### src/rtl/crcrs_pkg.sv
// Shared constants, kinds and helpers of the CRC-checked register slave.
package crcrs_pkg;

  localparam int FRAME_MAX   = 16;
  localparam int STORE_DEPTH = 32;

  localparam int LEN_W  = $clog2(FRAME_MAX + 2);
  localparam int BUF_AW = $clog2(FRAME_MAX);
  localparam int ST_AW  = (STORE_DEPTH > 1) ? $clog2(STORE_DEPTH) : 1;

  localparam logic [7:0] CRC_POLY  = 8'h07;
  localparam logic [7:0] MARK_BYTE = 8'hFF;

  localparam logic [1:0] KIND_DATA  = 2'd0;
  localparam logic [1:0] KIND_CHECK = 2'd1;
  localparam logic [1:0] KIND_MARK  = 2'd2;

  localparam logic [1:0] ERR_OK     = 2'd0;
  localparam logic [1:0] ERR_CRC    = 2'd1;
  localparam logic [1:0] ERR_UNINIT = 2'd2;
  localparam logic [1:0] ERR_OTHER  = 2'd3;

  localparam logic MODE_WRITE = 1'b0;
  localparam logic MODE_READ  = 1'b1;

  function automatic logic [7:0] err_code(input logic [1:0] err);
    logic [7:0] code;
    case (err)
      ERR_OK:     code = 8'h00;
      ERR_CRC:    code = 8'hFF;
      ERR_UNINIT: code = 8'hFD;
      ERR_OTHER:  code = 8'hFE;
      default:    code = 8'h00;
    endcase
    return code;
  endfunction

endpackage

### src/rtl/crc_checked_register_slave_unit.sv
// Top level: write frames are buffered and CRC-checked, reads return data and check bytes.
// Write item: one load, then eight bit steps of the shared CRC shifter; a frame end with a
//   good CRC adds a commit sweep (address and write states) for each buffered byte but the last.
// Read item: a due check or marker byte goes straight to the result register, else a store
//   read and a CRC of the data byte, plus any wait for the result register to empty.
// One item at a time; the result register lets the next item in while a result waits.
// Synchronous active-low reset; store entries read as zero until first written.
module crc_checked_register_slave_unit import crcrs_pkg::*; (
  input  logic       clk,
  input  logic       rst_n,
  input  logic       in_tvalid,
  output logic       in_tready,
  input  logic [7:0] in_tdata,   // [7:0] rx_byte
  input  logic       in_tlast,   // frame_end
  input  logic       in_tuser,   // [0] mode
  output logic       out_tvalid,
  input  logic       out_tready,
  output logic [7:0] out_tdata,  // [7:0] tx_byte
  output logic [1:0] out_tuser   // [1:0] byte_kind
);

  typedef enum logic [2:0] {
    S_IDLE, S_CRC, S_CADDR, S_CWR, S_RD, S_RDAT, S_EMIT
  } state_t;

  state_t            state_r;
  logic [LEN_W-1:0]  len_r;
  logic [LEN_W-1:0]  cidx_r;
  logic [7:0]        run_crc_r;
  logic [7:0]        crc_work_r;
  logic [7:0]        crc_nxt;
  logic [2:0]        cnt_r;
  logic              crc_rd_r;
  logic              fend_r;
  logic [7:0]        ptr_r;
  logic [1:0]        err_r;
  logic              pend_r;
  logic [7:0]        pend_byte_r;
  logic [7:0]        res_byte_r;
  logic [1:0]        res_kind_r;
  logic              out_tvalid_r;
  logic [7:0]        out_tdata_r;
  logic [1:0]        out_tuser_r;

  logic [7:0]        buf_mem [FRAME_MAX];
  logic [7:0]        buf_q_r;
  logic [7:0]        st_mem [STORE_DEPTH];
  logic [7:0]        st_q_r;
  logic [STORE_DEPTH-1:0] st_vld_r;

  logic              in_acc;
  logic              buf_we;
  logic              ptr_in_range;
  logic              st_we;
  logic              len_ok;
  logic [7:0]        rd_data;

  assign in_tready  = (state_r == S_IDLE);
  assign in_acc     = in_tvalid && in_tready;
  assign out_tvalid = out_tvalid_r;
  assign out_tdata  = out_tdata_r;
  assign out_tuser  = out_tuser_r;

  // Shared CRC-8 unit: one bit per cycle, MSB first
  assign crc_nxt = crc_work_r[7] ? ({crc_work_r[6:0], 1'b0} ^ CRC_POLY)
                                 : {crc_work_r[6:0], 1'b0};

  assign buf_we       = in_acc && (in_tuser == MODE_WRITE) && (len_r < LEN_W'(FRAME_MAX));
  assign ptr_in_range = ({1'b0, ptr_r} < 9'(STORE_DEPTH));
  assign st_we        = (state_r == S_CWR) && (cidx_r != '0) && ptr_in_range;
  assign len_ok       = (len_r >= LEN_W'(2)) && (len_r <= LEN_W'(FRAME_MAX));
  assign rd_data      = (ptr_in_range && st_vld_r[ptr_r[ST_AW-1:0]]) ? st_q_r : 8'h00;

  always_ff @(posedge clk) begin
    if (buf_we) begin
      buf_mem[len_r[BUF_AW-1:0]] <= in_tdata;
    end
    buf_q_r <= buf_mem[cidx_r[BUF_AW-1:0]];
  end

  always_ff @(posedge clk) begin
    if (st_we) begin
      st_mem[ptr_r[ST_AW-1:0]] <= buf_q_r;
    end
    st_q_r <= st_mem[ptr_r[ST_AW-1:0]];
  end

  always_ff @(posedge clk) begin
    if (!rst_n) begin
      st_vld_r <= '0;
    end else if (st_we) begin
      st_vld_r[ptr_r[ST_AW-1:0]] <= 1'b1;
    end
  end

  always_ff @(posedge clk) begin
    if (!rst_n) begin
      state_r      <= S_IDLE;
      len_r        <= '0;
      cidx_r       <= '0;
      run_crc_r    <= '0;
      cnt_r        <= '0;
      crc_rd_r     <= 1'b0;
      fend_r       <= 1'b0;
      ptr_r        <= '0;
      err_r        <= ERR_UNINIT;
      pend_r       <= 1'b0;
      pend_byte_r  <= '0;
      out_tvalid_r <= 1'b0;
    end else begin
      if (out_tready && (state_r != S_EMIT)) begin
        out_tvalid_r <= 1'b0;
      end
      case (state_r)
        S_IDLE: begin
          if (in_acc) begin
            if (in_tuser == MODE_WRITE) begin
              if (len_r <= LEN_W'(FRAME_MAX)) begin
                len_r <= len_r + 1'b1;
              end
              crc_work_r <= run_crc_r ^ in_tdata;
              cnt_r      <= '0;
              crc_rd_r   <= 1'b0;
              fend_r     <= in_tlast;
              state_r    <= S_CRC;
            end else if (pend_r) begin
              pend_r     <= 1'b0;
              res_byte_r <= pend_byte_r;
              res_kind_r <= KIND_CHECK;
              state_r    <= S_EMIT;
            end else if (err_r != ERR_OK) begin
              pend_byte_r <= err_code(err_r);
              pend_r      <= 1'b1;
              res_byte_r  <= MARK_BYTE;
              res_kind_r  <= KIND_MARK;
              state_r     <= S_EMIT;
            end else begin
              state_r <= S_RD;
            end
          end
        end
        S_CRC: begin
          crc_work_r <= crc_nxt;
          cnt_r      <= cnt_r + 1'b1;
          if (cnt_r == 3'd7) begin
            if (crc_rd_r) begin
              pend_byte_r <= crc_nxt;
              pend_r      <= 1'b1;
              state_r     <= S_EMIT;
            end else if (!fend_r) begin
              run_crc_r <= crc_nxt;
              state_r   <= S_IDLE;
            end else begin
              run_crc_r <= '0;
              state_r   <= S_IDLE;
              if (!len_ok) begin
                len_r <= '0;
              end else if (crc_nxt != 8'h00) begin
                err_r <= ERR_CRC;
                len_r <= '0;
              end else begin
                err_r   <= ERR_OK;
                pend_r  <= 1'b0;
                cidx_r  <= '0;
                state_r <= S_CADDR;
              end
            end
          end
        end
        S_CADDR: begin
          state_r <= S_CWR;
        end
        S_CWR: begin
          // first buffered byte is the pointer, the rest but the last (check byte) are data
          if (cidx_r == '0) begin
            ptr_r <= buf_q_r;
          end else begin
            ptr_r <= ptr_r + 1'b1;
          end
          cidx_r <= cidx_r + 1'b1;
          if (cidx_r == LEN_W'(len_r - 1'b1) - 1'b1) begin
            len_r   <= '0;
            state_r <= S_IDLE;
          end else begin
            state_r <= S_CADDR;
          end
        end
        S_RD: begin
          state_r <= S_RDAT;
        end
        S_RDAT: begin
          res_byte_r <= rd_data;
          res_kind_r <= KIND_DATA;
          crc_work_r <= rd_data;
          cnt_r      <= '0;
          crc_rd_r   <= 1'b1;
          ptr_r      <= ptr_r + 1'b1;
          state_r    <= S_CRC;
        end
        S_EMIT: begin
          if (!out_tvalid_r || out_tready) begin
            out_tvalid_r <= 1'b1;
            out_tdata_r  <= res_byte_r;
            out_tuser_r  <= res_kind_r;
            state_r      <= S_IDLE;
          end
        end
        default: begin
          state_r <= S_IDLE;
        end
      endcase
    end
  end

endmodule

### config.mk
export PLATFORM = sky130hd
export DESIGN_NAME = crc_checked_register_slave_unit
export DESIGN_NICKNAME = d
export VERILOG_FILES = /design/src/rtl/crcrs_pkg.sv /design/src/rtl/crc_checked_register_slave_unit.sv
export SDC_FILE = /design/constraint.sdc
export NUM_CORES = 1
export LEC_CHECK = 0
export BUFFER_PORTS_ARGS = -buffer_cell sky130_fd_sc_hd__buf_2
export CAP_MARGIN = 10
export CORE_ASPECT_RATIO = 2
export CORE_UTILIZATION = 51
export CTS_CLUSTER_DIAMETER = 50
export DETAILED_ROUTE_END_ITERATION = 16
export GPL_TIMING_DRIVEN = 0
export PLACE_DENSITY = 0.75
export SLEW_MARGIN = 25
export SYNTH_ARGS = -nofsm -noshare
export SYNTH_HDL_FRONTEND = slang
export SYNTH_SLANG_ARGS = --single-unit
export TNS_END_PERCENT = 1
### constraint.sdc
create_clock -name clk -period 3.4 [get_ports clk]
set_input_delay 0.68 -clock clk [delete_from_list [all_inputs] [get_ports clk]]
set_output_delay 0.68 -clock clk [all_outputs]
set_load 0.005 [all_outputs]
==> flow_summary_export.csv <==
group,metric,value,unit
synth,syn_avg_cell_area,16.9,um^2
sta,fin_setup_tns,0,ns
synth,yosysTopAreaCell,"edfxtp_1",
setup_path,worstPathRequired,3.60,ns
detailed_routing,drc,0,
synth,yosys_warnings,0,
global_route,grt_max_degree,34,
detailed_routing,drt_wl_total,46600,um
synth,postSynth.asyncResetShare,0,%
synth,netlist_top_cells_count,"edfxtp_1 (412), mux4_2 (106), dfxtp_1 (94), nor2_1 (94), nand2_1 (58)",
synth,synth.net_count,1218,
placed_design,place_hpwl,33000,um
global_route,grt_pass1_wl,69800,um
floorplanning,dieArea,0.0401,mm^2
floorplanning,die_h,282,um
clocking,cts_max_level,2,
detailed_routing,drt-initial-drc-count,702,
cells_and_area,finalNonFillerCells,1803,
clocking,cts_tree,"done",
setup_path,critPathArrivalTime,3.50,ns
pwr,p_per_area,561,mW/mm^2
clocking,clock_latency,0.57,ns
floorplanning,rows,102,
clocking,cts_buffers,40,
synth,yosys.cell_types.count,56,
pwr,vdd_drop_max,0.000352,V
global_route,grt_remaining_overflow,0,
sta,hold_viol,0,
setup_path,start_kind,"flip-flop",
cells_and_area,syn2layout_area_growth,11.6,%
hold_path,hold_class,"input port to flip-flop",
global_route,grt_pass1_vias,11523,
global_route,antenna_found_initial,1,
detailed_routing,routed_via_density,6.04,
sta,fin_skew,0.0209,ns
sta,fin_crit,3.30,ns
synth,yosysMostFrequentCell,"edfxtp_1",
synth,ys_seq_elements,506,
detailed_routing,wl_per_cell,25.8,um
sta,finalSetupViolations,0,
cells_and_area,utilization,57.8,%
placed_design,dp.cells,1728,
detailed_routing,dr.pass1.iters,5,
floorplanning,start_util,51.8,%
clocking,cts_setup_buffers,0,
run,cap_violations,0,
setup_path,endpoint_kind,"flip-flop",
synth,seq_area_frac_synth,71.2,%
global_route,gr-usage-all-layers,24.3,%
outcome,status,"complete, no violations",
placed_design,port_buffers,23,
clocking,cts_buffer_depth,3,
floorplanning,core,0.0387,mm^2
setup_path,critPathMaxFanout,10,
synth,synth_edf_count,412,
setup_path,worstSetupPathType,"flip-flop to flip-flop",
synth,ys.flop_type,"edfxtp_1",
sta,slew_viol_final,0,
cells_and_area,drive_above_1_share,20.7,%
detailed_routing,ant_nets,0,
floorplanning,fp.dieW,142,um
synth,netlist_area,0.0200,mm^2
sta,fmax,303,MHz
clocking,clkSlewWorstSetupHoldPaths,0.07,ns
cells_and_area,finalNetCount,1283,
sta,rsz0062_at_grt,"true",
clocking,clkSinkCount,506,
floorplanning,num_io_pins,26,
sta,fin_crit_sh,97.1,%
pwr,p_leak,6.96,nW
detailed_routing,vias,10898,
clocking,root_buffer,"clkbuf_16",
sta,relSlewSlack,30.5,%
sta,worstMarginPinSlew,1.04,ns
synth,synthCells,1185,
sta,holdWs,0.377,ns
cells_and_area,nFillCells,2874,
synth,ys_top_cells_by_area,"edfxtp_1 (62%), mux4_2 (12%), dfxtp_1 (9.4%)",
placed_design,gp_congestion,0.958,
synth,yosysTopAreaCellShare,61.8,%
==> layer usage <==
layer / vias to the layer above / routed length (um) / global-route usage, %
met5: - / 0 / 0
met4: 0 / 3410 / 16.9
met3: 158 / 1760 / 3.06
met2: 346 / 26900 / 47.9
met1: 5596 / 14500 / 22.4
li1: 4798 / - / -
==> what timing repair did <==
item | CTS | global route
setup endpoints to repair | 288 | 162
endpoints found under the hold margin | 0 | 0
hold buffers | 0 | 0
gates resized for setup | 65 | 1
==> layout make-up <==
type	count	area (um^2)	area share [%]
Multi-Input combinational cell	597	5690	25.5
Timing Repair Buffer	23	115	0.515
Clock inverter	8	52.6	0.235
Inverter	16	60.1	0.269
Tap cell	520	651	2.91
Buffer	66	299	1.34
Clock buffer	66	1210	5.42
Sequential cell	506	14300	63.8
Antenna cell	1	2.50	0.0112
==> kinds of logic after synthesis <==
group	count (synthesis)	share of synthesized area [%]
compound gates	181	6.22
xor+xnor	19	0.831
simple gates	255	6.03
buf+inv	82	1.78
flops	506	71.2
mux	123	12.8
fa+ha+maj	19	1.19
==> worst max-delay path, cell delays in order, from the launching register on <==
cell and delay (ns):
dfxtp_1 0.36, clkbuf_1 0.46, buf_2 0.37, inv_1 0.08
ha_1 0.18, nor4b_1 0.20, nor3_2 0.42, nand2_2 0.37
nor2_2 0.50
==> stage by stage <==
stage | worst slack, ns | area, um^2 | power [mW]
floorplan | 0.729 | 20000 | 7.72
global placement | -0.389 | 20800 | 8.05
detailed placement | -0.603 | 20800 | 8.09
CTS | 0.0451 | 22300 | 12.6
global route | -0.140 | 22300 | 12.8
finish | 0.0975 | 22300 | 12.5
==> placed cells by master (no fill, tap or decap), types with 4 or more instances in the layout <==
cell,instances
edfxtp_1,412
mux4_2,106
dfxtp_1,86
nor2_1,62
nand2_1,54
clkbuf_1,53
clkbuf_16,42
buf_2,39
a22oi_1,36
a21oi_1,35
o21a_1,34
nor2_4,28
o21ai_0,22
ha_1,19
nand3_1,17
xnor2_1,17
inv_1,16
mux2i_1,16
nand2b_1,15
nor3_1,13
and3_1,11
nand4_1,9
buf_1,8
a22o_1,8
dfxtp_2,8
a31oi_1,7
clkbuf_8,7
o22ai_1,6
o211ai_1,6
nor3_2,5
a211oi_1,4
nor3b_1,4
nand2_2,4
nor2_2,4
and2_1,4
clkinv_2,4
==> registers in the layout, indices dropped and copies added, names as in the netlist, 2 cells and up <==
| register | flops |
|---|---|
| state_r | 3 |
| err_r | 2 |
| out_tuser | 2 |
| res_byte_r | 8 |
| ptr_r | 8 |
| cidx_r | 5 |
| buf_q_r | 8 |
| out_tdata | 8 |
| run_crc_r | 8 |
| res_kind_r | 2 |
| st_vld_r | 32 |
| len_r | 5 |
| cnt_r | 3 |
| st_q_r | 8 |
| st_mem | 256 |
| crc_work_r | 8 |
| pend_byte_r | 8 |
| buf_mem | 128 |
==> path summary, 6_finish.rpt <==
| kind | start | to | slack, ns | depth (start not counted) |
|---|---|---|---|---|
| worst max-delay path | cidx_r[1]$_SDFFE_PN0P_ | st_mem[20][1]$_DFFE_PP_ | 0.1 | 8 |
| worst min-delay path | in_tlast | fend_r$_SDFFE_PN0P_ | 0.38 | 3 |
| worst max register to register | cidx_r[1]$_SDFFE_PN0P_ | st_mem[20][1]$_DFFE_PP_ | 0.1 | 8 |
| worst min register to register | res_byte_r[1]$_DFFE_PP_ | out_tdata[1]$_DFFE_PP_ | 0.42 | 0 |
==> power breakdown <==
group	internal (mW)	total, mW	switching, mW
logic	0.339	0.900	0.562
registers	6.88	7.07	0.192
clock network	2.45	4.56	2.11
total	9.67	12.5	2.87
(Power assumes the default switching activity.)
